`config.mk`:
```
export PLATFORM = sky130hd
export DESIGN_NAME = multibulk_request_parser
export DESIGN_NICKNAME = d
export VERILOG_FILES = /design/src/rtl/mbrp_pkg.sv /design/src/rtl/multibulk_request_parser.sv
export SDC_FILE = /design/constraint.sdc
export NUM_CORES = 1
export LEC_CHECK = 0
export ABC_AREA = 1
export BUFFER_PORTS_ARGS = -buffer_cell sky130_fd_sc_hd__buf_2
export CORE_UTILIZATION = 52
export CTS_CLUSTER_DIAMETER = 30
export DETAILED_ROUTE_END_ITERATION = 16
export PLACE_DENSITY = 0.74
export SLEW_MARGIN = 25
export SYNTH_ARGS = -nofsm -noshare
export SYNTH_HDL_FRONTEND = slang
export SYNTH_SLANG_ARGS = --single-unit
export TNS_END_PERCENT = 10
```
`constraint.sdc`:
```
create_clock -name clk -period 4.7 [get_ports clk]
set_input_delay 0.47 -clock clk [delete_from_list [all_inputs] [get_ports clk]]
set_output_delay 0.47 -clock clk [all_outputs]
set_load 0.05 [all_outputs]
```
`src/rtl/mbrp_pkg.sv`:
```
// Shared types and constants for the multibulk request parser.
package mbrp_pkg;

	localparam int ByteW = 8;
	localparam int KindW = 2;
	localparam int CodeW = 3;
	localparam int ArgIdxW = 20;
	localparam int ArgCntW = 21;
	localparam int LenW = 30;
	localparam int HdrW = 17;
	localparam int CfgIdxW = 2;
	localparam int CfgDataW = 30;
	localparam int ProdW = LenW + 4;

	localparam logic [ArgCntW-1:0] HARD_MAX_ARGS = ArgCntW'(1048576);
	localparam logic [LenW-1:0] HARD_MAX_BULK = LenW'(536870912);
	localparam logic [HdrW-1:0] HDR_BYTES_RESET = HdrW'(65536);

	localparam logic [ByteW-1:0] CH_STAR = 8'h2a;
	localparam logic [ByteW-1:0] CH_DOLLAR = 8'h24;
	localparam logic [ByteW-1:0] CH_CR = 8'h0d;
	localparam logic [ByteW-1:0] CH_MINUS = 8'h2d;
	localparam logic [ByteW-1:0] CH_ZERO = 8'h30;
	localparam logic [ByteW-1:0] CH_NINE = 8'h39;

	localparam logic [CfgIdxW-1:0] REG_MAX_ARGS = 2'd0;
	localparam logic [CfgIdxW-1:0] REG_MAX_BULK = 2'd1;
	localparam logic [CfgIdxW-1:0] REG_MAX_HDR = 2'd2;

	localparam logic [KindW-1:0] KIND_DATA = 2'd0;
	localparam logic [KindW-1:0] KIND_ARG = 2'd1;
	localparam logic [KindW-1:0] KIND_ERR = 2'd2;

	localparam logic [CodeW-1:0] ERR_INLINE = 3'd0;
	localparam logic [CodeW-1:0] ERR_BAD_COUNT = 3'd1;
	localparam logic [CodeW-1:0] ERR_NONPOS_COUNT = 3'd2;
	localparam logic [CodeW-1:0] ERR_NO_DOLLAR = 3'd3;
	localparam logic [CodeW-1:0] ERR_BAD_LENGTH = 3'd4;
	localparam logic [CodeW-1:0] ERR_HDR_LONG = 3'd5;

	typedef enum logic [3:0] {
		PH_STAR      = 4'd0,
		PH_COUNT     = 4'd1,
		PH_COUNT_LF  = 4'd2,
		PH_HDR_FIRST = 4'd3,
		PH_LEN       = 4'd4,
		PH_NODOLLAR  = 4'd5,
		PH_LEN_LF    = 4'd6,
		PH_PAYLOAD   = 4'd7,
		PH_TRAIL1    = 4'd8,
		PH_TRAIL2    = 4'd9
	} phase_t;

	typedef struct packed {
		logic bad;
		logic zero;
		logic digit;
		logic neg;
	} num_flags_t;

endpackage

```
`src/rtl/multibulk_request_parser.sv`:
```
// Byte-serial multibulk request parser with registered input and result stages.
//
// Usage: request bytes enter on the in_valid/in_ready channel, one byte per
// transaction. Each byte lands in an input register and is parsed from there
// once the result stage can advance; the payload byte, argument-complete or
// error result it causes, if any, is held in the output register and offered
// on out_valid/out_ready. Throughput is one byte per cycle while results are
// taken, set by the single parse step between the two registers.
// When the receiver stalls with a result pending, the input register holds
// one more byte and in_ready drops until the result is taken.
// The first protocol error is reported once; all later bytes are accepted and
// dropped until reset. Reset clears the parser to wait for a star header,
// empties both stages and sets the argument and bulk limits to their hard
// maxima. Configuration writes on cfg_we take effect at once and must be made
// only while the parser is idle; the block itself does not enforce this.
module multibulk_request_parser (
	input  logic                          clk,
	input  logic                          arst_n,
	input  logic                          in_valid,
	output logic                          in_ready,
	input  logic [mbrp_pkg::ByteW-1:0]    in_byte,
	output logic                          out_valid,
	input  logic                          out_ready,
	output logic [mbrp_pkg::KindW-1:0]    kind,
	output logic [mbrp_pkg::ByteW-1:0]    data_byte,
	output logic [mbrp_pkg::ArgIdxW-1:0]  arg_index,
	output logic [mbrp_pkg::LenW-1:0]     arg_length,
	output logic                          last_arg,
	output logic [mbrp_pkg::CodeW-1:0]    error_code,
	input  logic                          cfg_we,
	input  logic [mbrp_pkg::CfgIdxW-1:0]  cfg_index,
	input  logic [mbrp_pkg::CfgDataW-1:0] cfg_wdata
);
	import mbrp_pkg::*;

	logic [ArgCntW-1:0] max_args_q;
	logic [LenW-1:0] max_bulk_q;
	logic [HdrW-1:0] max_hdr_q;

	logic valid_s1;
	logic [ByteW-1:0] byte_s1;
	logic advance;
	logic step;

	phase_t phase_q;
	phase_t phase_d;
	logic [LenW-1:0] accum_q;
	num_flags_t flags_q;
	logic [ArgCntW-1:0] args_rem_q;
	logic [ArgIdxW-1:0] cur_arg_q;
	logic [LenW-1:0] bulk_rem_q;
	logic [LenW-1:0] bulk_total_q;
	logic [HdrW-1:0] hdr_cnt_q;
	logic err_q;

	logic is_cr;
	logic is_minus;
	logic is_digit;
	logic [3:0] digit_val;
	logic [LenW-1:0] arg_limit;
	logic [LenW-1:0] bulk_limit;
	logic [LenW-1:0] limit;
	logic [LenW-1:0] limit_p1;
	logic [ProdW-1:0] product;
	logic [LenW-1:0] accum_take;
	num_flags_t flags_take;
	logic num_ok;
	logic cnt_bad;
	logic cnt_nonpos;
	logic len_bad;
	logic hdr_full;
	logic [LenW-1:0] bulk_dec;
	logic [ArgCntW-1:0] args_dec;
	logic fail;
	logic [CodeW-1:0] fail_code;

	logic res_valid;
	logic [KindW-1:0] res_kind;
	logic [ByteW-1:0] res_byte;
	logic [LenW-1:0] res_length;
	logic res_last;
	logic [CodeW-1:0] res_code;

	assign advance = !out_valid || out_ready;
	assign in_ready = !valid_s1 || advance;
	assign step = valid_s1 && advance && !err_q;

	always_ff @(posedge clk or negedge arst_n) begin
		if (!arst_n) begin
			max_args_q <= HARD_MAX_ARGS;
			max_bulk_q <= HARD_MAX_BULK;
			max_hdr_q <= HDR_BYTES_RESET;
		end else if (cfg_we) begin
			unique case (cfg_index)
				REG_MAX_ARGS: max_args_q <= cfg_wdata[ArgCntW-1:0];
				REG_MAX_BULK: max_bulk_q <= cfg_wdata[LenW-1:0];
				REG_MAX_HDR:  max_hdr_q <= cfg_wdata[HdrW-1:0];
				default: ;
			endcase
		end
	end

	always_ff @(posedge clk or negedge arst_n) begin
		if (!arst_n) begin
			valid_s1 <= 1'b0;
		end else if (in_ready) begin
			valid_s1 <= in_valid;
		end
	end

	always_ff @(posedge clk) begin
		if (in_ready && in_valid) begin
			byte_s1 <= in_byte;
		end
	end

	assign is_cr = byte_s1 == CH_CR;
	assign is_minus = byte_s1 == CH_MINUS;
	assign is_digit = (byte_s1 >= CH_ZERO) && (byte_s1 <= CH_NINE);
	assign digit_val = byte_s1[3:0];

	assign arg_limit = LenW'((max_args_q > HARD_MAX_ARGS) ? HARD_MAX_ARGS : max_args_q);
	assign bulk_limit = (max_bulk_q > HARD_MAX_BULK) ? HARD_MAX_BULK : max_bulk_q;
	assign limit = (phase_q == PH_COUNT) ? arg_limit : bulk_limit;
	assign limit_p1 = limit + LenW'(1);
	assign product = ProdW'({accum_q, 3'b000}) + ProdW'({accum_q, 1'b0}) + ProdW'(digit_val);

	always_comb begin
		flags_take = flags_q;
		accum_take = accum_q;
		if (is_minus) begin
			if (flags_q.neg || flags_q.digit) begin
				flags_take.bad = 1'b1;
			end else begin
				flags_take.neg = 1'b1;
			end
		end else if (is_digit) begin
			if (flags_q.zero) begin
				flags_take.bad = 1'b1;
			end
			if (!flags_q.digit && digit_val == 4'd0) begin
				if (flags_q.neg) begin
					flags_take.bad = 1'b1;
				end else begin
					flags_take.zero = 1'b1;
				end
			end
			flags_take.digit = 1'b1;
			accum_take = (product > ProdW'(limit_p1)) ? limit_p1 : product[LenW-1:0];
		end else begin
			flags_take.bad = 1'b1;
		end
	end

	assign num_ok = !flags_q.bad && flags_q.digit;
	assign cnt_bad = !num_ok || (!flags_q.neg && accum_q > arg_limit);
	assign cnt_nonpos = flags_q.neg || accum_q == '0;
	assign len_bad = !num_ok || flags_q.neg || accum_q > bulk_limit;
	assign hdr_full = hdr_cnt_q >= max_hdr_q;
	assign bulk_dec = (bulk_rem_q != '0) ? bulk_rem_q - LenW'(1) : bulk_rem_q;
	assign args_dec = (args_rem_q != '0) ? args_rem_q - ArgCntW'(1) : args_rem_q;

	always_comb begin
		phase_d = phase_q;
		fail = 1'b0;
		fail_code = ERR_INLINE;
		unique case (phase_q)
			PH_STAR: begin
				if (byte_s1 != CH_STAR) begin
					fail = 1'b1;
					fail_code = ERR_INLINE;
				end else begin
					phase_d = PH_COUNT;
				end
			end
			PH_COUNT: begin
				if (is_cr) begin
					if (cnt_bad) begin
						fail = 1'b1;
						fail_code = ERR_BAD_COUNT;
					end else if (cnt_nonpos) begin
						fail = 1'b1;
						fail_code = ERR_NONPOS_COUNT;
					end else begin
						phase_d = PH_COUNT_LF;
					end
				end
			end
			PH_COUNT_LF: phase_d = PH_HDR_FIRST;
			PH_HDR_FIRST, PH_NODOLLAR: begin
				if (is_cr) begin
					fail = 1'b1;
					fail_code = ERR_NO_DOLLAR;
				end else if (hdr_full) begin
					fail = 1'b1;
					fail_code = ERR_HDR_LONG;
				end else if (phase_q == PH_HDR_FIRST) begin
					phase_d = (byte_s1 == CH_DOLLAR) ? PH_LEN : PH_NODOLLAR;
				end
			end
			PH_LEN: begin
				if (!is_cr) begin
					if (hdr_full) begin
						fail = 1'b1;
						fail_code = ERR_HDR_LONG;
					end
				end else if (len_bad) begin
					fail = 1'b1;
					fail_code = ERR_BAD_LENGTH;
				end else begin
					phase_d = PH_LEN_LF;
				end
			end
			PH_LEN_LF: phase_d = (bulk_rem_q == '0) ? PH_TRAIL1 : PH_PAYLOAD;
			PH_PAYLOAD: begin
				if (bulk_dec == '0) begin
					phase_d = PH_TRAIL1;
				end
			end
			PH_TRAIL1: phase_d = PH_TRAIL2;
			PH_TRAIL2: phase_d = (args_dec == '0) ? PH_STAR : PH_HDR_FIRST;
			default: phase_d = PH_STAR;
		endcase
	end

	always_comb begin
		res_valid = 1'b0;
		res_kind = KIND_DATA;
		res_byte = '0;
		res_length = '0;
		res_last = 1'b0;
		res_code = ERR_INLINE;
		if (step) begin
			if (fail) begin
				res_valid = 1'b1;
				res_kind = KIND_ERR;
				res_code = fail_code;
			end else if (phase_q == PH_PAYLOAD) begin
				res_valid = 1'b1;
				res_kind = KIND_DATA;
				res_byte = byte_s1;
			end else if (phase_q == PH_TRAIL2) begin
				res_valid = 1'b1;
				res_kind = KIND_ARG;
				res_length = bulk_total_q;
				res_last = args_rem_q <= ArgCntW'(1);
			end
		end
	end

	always_ff @(posedge clk or negedge arst_n) begin
		if (!arst_n) begin
			phase_q <= PH_STAR;
			accum_q <= '0;
			flags_q <= '0;
			args_rem_q <= '0;
			cur_arg_q <= '0;
			bulk_rem_q <= '0;
			bulk_total_q <= '0;
			hdr_cnt_q <= '0;
			err_q <= 1'b0;
		end else if (step) begin
			phase_q <= phase_d;
			if (fail) begin
				err_q <= 1'b1;
			end else begin
				unique case (phase_q)
					PH_STAR: begin
						accum_q <= '0;
						flags_q <= '0;
					end
					PH_COUNT: begin
						if (!is_cr) begin
							accum_q <= accum_take;
							flags_q <= flags_take;
						end else begin
							args_rem_q <= accum_q[ArgCntW-1:0];
							cur_arg_q <= '0;
						end
					end
					PH_HDR_FIRST: begin
						hdr_cnt_q <= HdrW'(1);
						accum_q <= '0;
						flags_q <= '0;
					end
					PH_NODOLLAR: hdr_cnt_q <= hdr_cnt_q + HdrW'(1);
					PH_LEN: begin
						if (!is_cr) begin
							hdr_cnt_q <= hdr_cnt_q + HdrW'(1);
							accum_q <= accum_take;
							flags_q <= flags_take;
						end else begin
							bulk_total_q <= accum_q;
							bulk_rem_q <= accum_q;
							hdr_cnt_q <= '0;
						end
					end
					PH_PAYLOAD: bulk_rem_q <= bulk_dec;
					PH_TRAIL2: begin
						args_rem_q <= args_dec;
						cur_arg_q <= (args_dec == '0) ? '0 : cur_arg_q + ArgIdxW'(1);
						bulk_total_q <= '0;
					end
					default: ;
				endcase
			end
		end
	end

	always_ff @(posedge clk or negedge arst_n) begin
		if (!arst_n) begin
			out_valid <= 1'b0;
		end else if (advance) begin
			out_valid <= res_valid;
		end
	end

	always_ff @(posedge clk) begin
		if (advance && res_valid) begin
			kind <= res_kind;
			data_byte <= res_byte;
			arg_index <= cur_arg_q;
			arg_length <= res_length;
			last_arg <= res_last;
			error_code <= res_code;
		end
	end

endmodule

```
Word level (Yosys, flattened, before mapping)
Index checks and enable logic that the tools add are counted.
- output and inout port bits: 66
- input port bits: 45
- logic and storage cells: 204
- register bits after elaboration: 299
- reduce and logical (&&, ||, !) cells: 55
- add/subtract/negate cells: 7
- order comparisons: 9
- eq/ne operators: 33
- bitwise gates (word level): 4
- multiplexer cells: 71
- operator list (operator ; count):
    30-bit two-way mux ; 8
    30-bit one-hot mux with 2 select lines ; 3
    30-bit zero test ; 3
    21-bit two-way mux ; 3
    17-bit one-hot mux with 3 select lines ; 1
    4-bit two-way mux ; 12
    21-bit one-hot mux with 2 select lines ; 1
    20-bit two-way mux ; 2
    20-bit one-hot mux with 2 select lines ; 1
    4-bit one-hot mux with 9 select lines ; 1
    33-bit by 31-bit adder with 34-bit output ; 1
    34-bit by 4-bit adder with 34-bit output ; 1
    34-bit by 30-bit greater-than comparator with 1-bit output ; 1
    30-bit by 1-bit adder with 30-bit output, second input constant ; 1
    30-bit by 21-bit greater-than comparator with 1-bit output ; 1
    30-bit greater-than comparator ; 1
    30-bit greater-than comparator, second input constant ; 1
    30-bit nonzero test ; 1
    30-bit by 1-bit subtractor with 30-bit output, second input constant ; 1
    2-bit != test, second input constant ; 14
    1-bit two-way mux ; 23
    21-bit greater-than comparator, second input constant ; 1
    21-bit by 1-bit less-or-equal comparator with 1-bit output, second input constant ; 1
    21-bit zero test ; 1
    other kinds (42) ; 95

Logic depth before layout (Yosys ltp)
- word-level depth: 11
- mapped depth: 36
- gate-level depth less buffers: 35

Worst setup path after synthesis
No wires, ideal clock.
- path type: register to register
- from: reg max_bulk_q[23]
- to: reg arg_index[0] in the netlist's numbering (enable)
- path buffers: 3
- arrival time: 4.016 ns
- library setup time: 0.691 ns
- clock period less this slack: 4.707 ns
- slack: -0.007 ns
- cell stages (with the launch flop): 27
- data required time: 4.009 ns
- path through: dfrtp_1 > inv_2 > nand2_1 > nor2_1 > nand2_1 > nor2_1 > nand2_1 > nand2_2 > buf_6 > buf_6 > clkbuf_1 > nand2_1 > ha_1 > a21oi_1 > o21ai_0 > a21oi_1 > nand2_1 > nand2_1 > nand2_1 > nand2_1 > nand2_1 > nand2_1 > nand3_2 > nor2_4 > nor2_1 > inv_1 > nand2_1
- word-level cells in the longest chain between the ends: 10
- ends and longest elaborated chain (what ; line ; source):
    start: declaration ; multibulk_request_parser.sv:37 ; logic [LenW-1:0] max_bulk_q;
    start signal: assignment ; multibulk_request_parser.sv:96 ; REG_MAX_BULK: max_bulk_q <= cfg_wdata[LenW-1:0];
    30-bit greater-than comparator ; multibulk_request_parser.sv:123 ; assign bulk_limit = (max_bulk_q > HARD_MAX_BULK) ? HARD_MAX_BULK : max_bulk_q;
    30-bit two-way mux (*) ; multibulk_request_parser.sv:123 ;
    30-bit greater-than comparator (*) ; multibulk_request_parser.sv:158 ; assign len_bad = !num_ok || flags_q.neg || accum_q > bulk_limit;
    1-bit logical OR (*) ; multibulk_request_parser.sv:158 ;
    1-bit two-way mux (*) ; multibulk_request_parser.sv:207 ; end else if (len_bad) begin
    1-bit two-way mux (*) ; multibulk_request_parser.sv:202 ; if (!is_cr) begin
    1-bit one-hot mux with 4 select lines (*) ; multibulk_request_parser.sv:167 ; unique case (phase_q)
    1-bit two-way mux (*) ; multibulk_request_parser.sv:234 ; if (fail) begin
    1-bit two-way mux (*) ; multibulk_request_parser.sv:233 ; if (step) begin
    1-bit logical AND (*) ; multibulk_request_parser.sv:319 ; if (advance && res_valid) begin
    end signal: assignment ; multibulk_request_parser.sv:322 ; arg_index <= cur_arg_q;
    end: declaration ; multibulk_request_parser.sv:26 ; output logic [mbrp_pkg::ArgIdxW-1:0] arg_index,
Every way passes the cells marked *; elsewhere a longest branch is shown, timed or not.
A chain may end at the register's enable or synchronous reset.

Worst setup path after layout
- from: reg accum_q[4]
- to: reg accum_q[24]
- word-level cells in the longest chain between the ends: 8
- elaborated cells between the ends (all ways): 23
- classes of those cells: 2 x add/sub; 3 x order compare; 11 x mux; 1 x bitwise; 6 x reduce/logical
- ends and longest elaborated chain (what ; line ; source):
    start: declaration ; multibulk_request_parser.sv:47 ; logic [LenW-1:0] accum_q;
    start signal: assignment ; multibulk_request_parser.sv:274 ; accum_q <= accum_take;
    start signal: assignment ; multibulk_request_parser.sv:290 ; accum_q <= accum_take;
    33-bit by 31-bit adder with 34-bit output (tied with other cells) ; multibulk_request_parser.sv:126 ; assign product = ProdW'({accum_q, 3'b000}) + ProdW'({accum_q, 1'b0}) + ProdW'(digit_val);
    34-bit by 4-bit adder with 34-bit output (tied with other cells) ; multibulk_request_parser.sv:126 ;
    34-bit by 30-bit greater-than comparator with 1-bit output (tied with other cells) ; multibulk_request_parser.sv:149 ; accum_take = (product > ProdW'(limit_p1)) ? limit_p1 : product[LenW-1:0];
    30-bit two-way mux / 1-bit two-way mux (equally long branches) ; multibulk_request_parser.sv:149, multibulk_request_parser.sv:178 ;
    30-bit two-way mux / 1-bit two-way mux (equally long branches) ; multibulk_request_parser.sv:137, multibulk_request_parser.sv:177 ;
    30-bit two-way mux / 1-bit one-hot mux with 4 select lines (equally long branches) ; multibulk_request_parser.sv:131, multibulk_request_parser.sv:167 ;
    30-bit two-way mux / 1-bit inverter (equally long branches) ; -- ;
    30-bit one-hot mux with 2 select lines / 6-bit AND reduction (equally long branches) ; -- ;
Several ways; a longest one is shown, not always the timed one. The select of a mux whose other input is x is not followed.

==> qor.yml <==
global_routing:
  globalRouteOverflowTotal: 0
  track_usage: 0.306
  grt_pass1_wl_mm: 102
  grt_start_max_net_pins: 154
  antenna_found_initial: 0
  grt_pass1_vias: 20000
routing:
  dr.pass1.iters: 5
  routed_via_density: 5.53
  drc: 0
  vias: 20700
  wirelength_mm: 63.7
  drt_first_iter_violations: 1671
  ant_nets: 0
  wl_per_cell_um: 17.0
clock_tree:
  clkTransAtPathRegs_ps: 40
  cts_tree: "done"
  cts_buffers: 71
  clock-root-buffer: "clkbuf_16"
  cts_max_level: 3
  clk_path_buf_depth: 3
  clk_latency_ps: 580
  cts_num_sinks: 299
placed_design:
  gp_congestion: 0.994
  place_ws_ps: -11.1
  dp_hpwl_mm: 47.2
  postPlaceCellArea_sq_mm: 0.0228
  place_inst: 3587
  portBuffers: 110
timing:
  setup_violations: 0
  hold_viol: 0
  slew_viol_final: 0
  setup_ws_ps: 167
  finalCritPeriodShare: 0.964
  slew-limit-headroom: 0.363
  setup_tns_ps: 0
  period_minus_slack_ps: 4530
  fin_skew_ps: 26.8
  holdWs_ps: 71.7
  tightest_slew_ps: 949
  fmax_ghz: 0.221
yosys:
  avgSynthCellArea_sq_um: 7.23
  ys.warnings.count: 0
  ys_ff_latch: 299
  yosys.area_share.simple: 0.318
  synthMuxAreaShare: 0.000994
  yosysUniqueCellTypes: 59
  synthXorXnorAreaFrac: 0.0430
  synth-edff-count: 72
  netlist_instances: 2961
  syn_nets: 3172
  synth_adder_area_share: 0.0977
  yosysSeqAreaShare: 0.367
  synth_area_sq_mm: 0.0214
  synth_compound_area_frac: 0.100
  async_reset_ff_frac: 0.759
  yosys_most_used_dff: "dfrtp_1"
  synth_top_family_by_area: "simple AND/OR/NAND/NOR gates"
setup_path:
  setup.worst_path.start_class: "flop"
  critical_path_class: "flop to flop"
  cp.arrival_ps: 4990
  cp-end-kind: "flop"
  crit_fanout: 8
  crit_required_ps: 5160
finish:
  nNetsFinal: 3367
  drive_gt1_frac: 0.144
  final_area_sq_mm: 0.0258
  instances_no_fill: 3740
  syn_to_final_growth_pct: 20.6
  antenna_cells: 0
  fin_util: 0.642
floorplanning:
  ioPinCount: 111
  die_height_um: 205
  die_w_um: 205
  start_util: 0.533
  placementRows: 73
  dieArea_sq_mm: 0.0420
  coreArea_sq_mm: 0.0402
power:
  p_per_area_mw_per_mm2: 342
  max-vdd-ir-drop_uv: 325
  power_mw: 8.83
  power.leakage_nw: 12.6
worst_hold_path:
  hp-class: "primary input to flop"
status:
  status: "complete, no violations"
flow_run:
  max-cap-violations: 0
power breakdown:
group          switching [mW]  leakage, nW  internal (mW)
Combinational           0.505         7.81          0.295
Clock                    1.55         1.26           3.63
Sequential             0.0871         3.55           2.76
repair_timing:
| action | 4_1_cts | 5_1_grt |
|---|---|---|
| hold endpoints to repair | 72 | 0 |
| setup endpoints to repair | 8 | 93 |
| gates cloned | 0 | 2 |
| pin swaps | 0 | 11 |
| hold buffers | 1 | 0 |
| resized for setup | 2 | 60 |
| setup buffers | 0 | 18 |
layout make-up:
class / instances / area (sq um)
Sequential cell: 299 / 7860
Timing Repair Buffer: 211 / 1410
Clock inverter: 37 / 482
Clock buffer: 95 / 2070
Inverter: 298 / 1120
Multi-Input combinational cell: 2275 / 12200
Tap cell: 525 / 657
Fill cell: 3493 / 14400
critical path, stage by stage, from the launching register on:
cell and delay (ps):
dfrtp_1 460, buf_4 200, ha_1 200, ha_1 390, a21oi_2 240, o21ai_1 100
a21oi_1 170, nand2_2 140, a21oi_2 230, o21ai_0 140, xnor2_1 180, inv_1 100
ha_1 320, a21oi_1 170, nor2_1 80, a211oi_2 270, nand2_1 120, nand2_2 120
nand3_4 140, buf_8 200, clkbuf_2 150, nor2_1 100, nor2_1 50, nand2_1 80
nand2_1 50
logic make-up (layout without fill, tap and decap cells):
kind of cell,Yosys count,after routing
DFF,299,299
and+or+nand+nor,1606,1607
muxes,2,2
adders and majority gates,166,166
AOI/OAI and AO/OA,395,395
xor gates and xnor gates,105,105
buffers and inverters,388,641
registers in the layout (all words and copies together) (netlist names), 17 cells and up:
signal / cells
accum_q: 30
arg_length: 30
bulk_rem_q: 30
bulk_total_q: 30
max_bulk_q: 30
args_rem_q: 21
max_args_q: 21
arg_index: 20
cur_arg_q: 20
hdr_cnt_q: 17
max_hdr_q: 17
cell usage in the layout (no fill, tap or decap), types with 41 or more instances in the layout:
| master | Yosys | layout |
|---|---|---|
| a21oi_1 | 101 | 99 |
| buf_2 | 29 | 109 |
| buf_4 | 7 | 90 |
| clkbuf_16 | 0 | 77 |
| dfrtp_1 | 224 | 217 |
| edfxtp_1 | 72 | 72 |
| ha_1 | 164 | 162 |
| inv_1 | 277 | 275 |
| nand2_1 | 889 | 881 |
| nand3_1 | 184 | 179 |
| nand4_1 | 48 | 48 |
| nor2_1 | 354 | 343 |
| o21ai_0 | 196 | 195 |
| o21ai_1 | 41 | 41 |
| xor2_1 | 68 | 66 |
metal layers:
metal,vias up,GRT usage,share of wire
met2,766,0.506,0.47
met5,-,0,0
met4,0,0.115,0.033
met3,154,0.0536,0.065
met1,9683,0.399,0.43
li1,10100,-,-
synthesized netlist by cell type, drive strengths merged (33+ instances only):
cell type | number | area share
nor2 | 378 | 0.070
nand4 | 49 | 0.015
nand2 | 905 | 0.16
xnor2 | 37 | 0.015
ha | 164 | 0.096
clkbuf | 45 | 0.0079
xor2 | 68 | 0.028
buf | 45 | 0.013
nor3 | 33 | 0.0085
inv | 295 | 0.052
dfrtp | 224 | 0.26
a21oi | 105 | 0.025
nand3 | 191 | 0.046
o21ai | 238 | 0.056
edfxtp | 72 | 0.10
worst paths after layout:
kind,startpoint,to,slack [ps],depth (start not counted)
setup / recovery,accum_q[4],accum_q[24],170,24
hold / removal,in_byte[4],byte_s1[4],70,1
setup reg to reg,accum_q[4],accum_q[24],170,24
hold reg to reg,bulk_total_q[21],bulk_total_q[21],490,2
max in group asynchronous,arst_n,hdr_cnt_q[7],2980,3
min in group asynchronous,arst_n,bulk_total_q[29],450,2
Power figures use the tool's default switching activity.
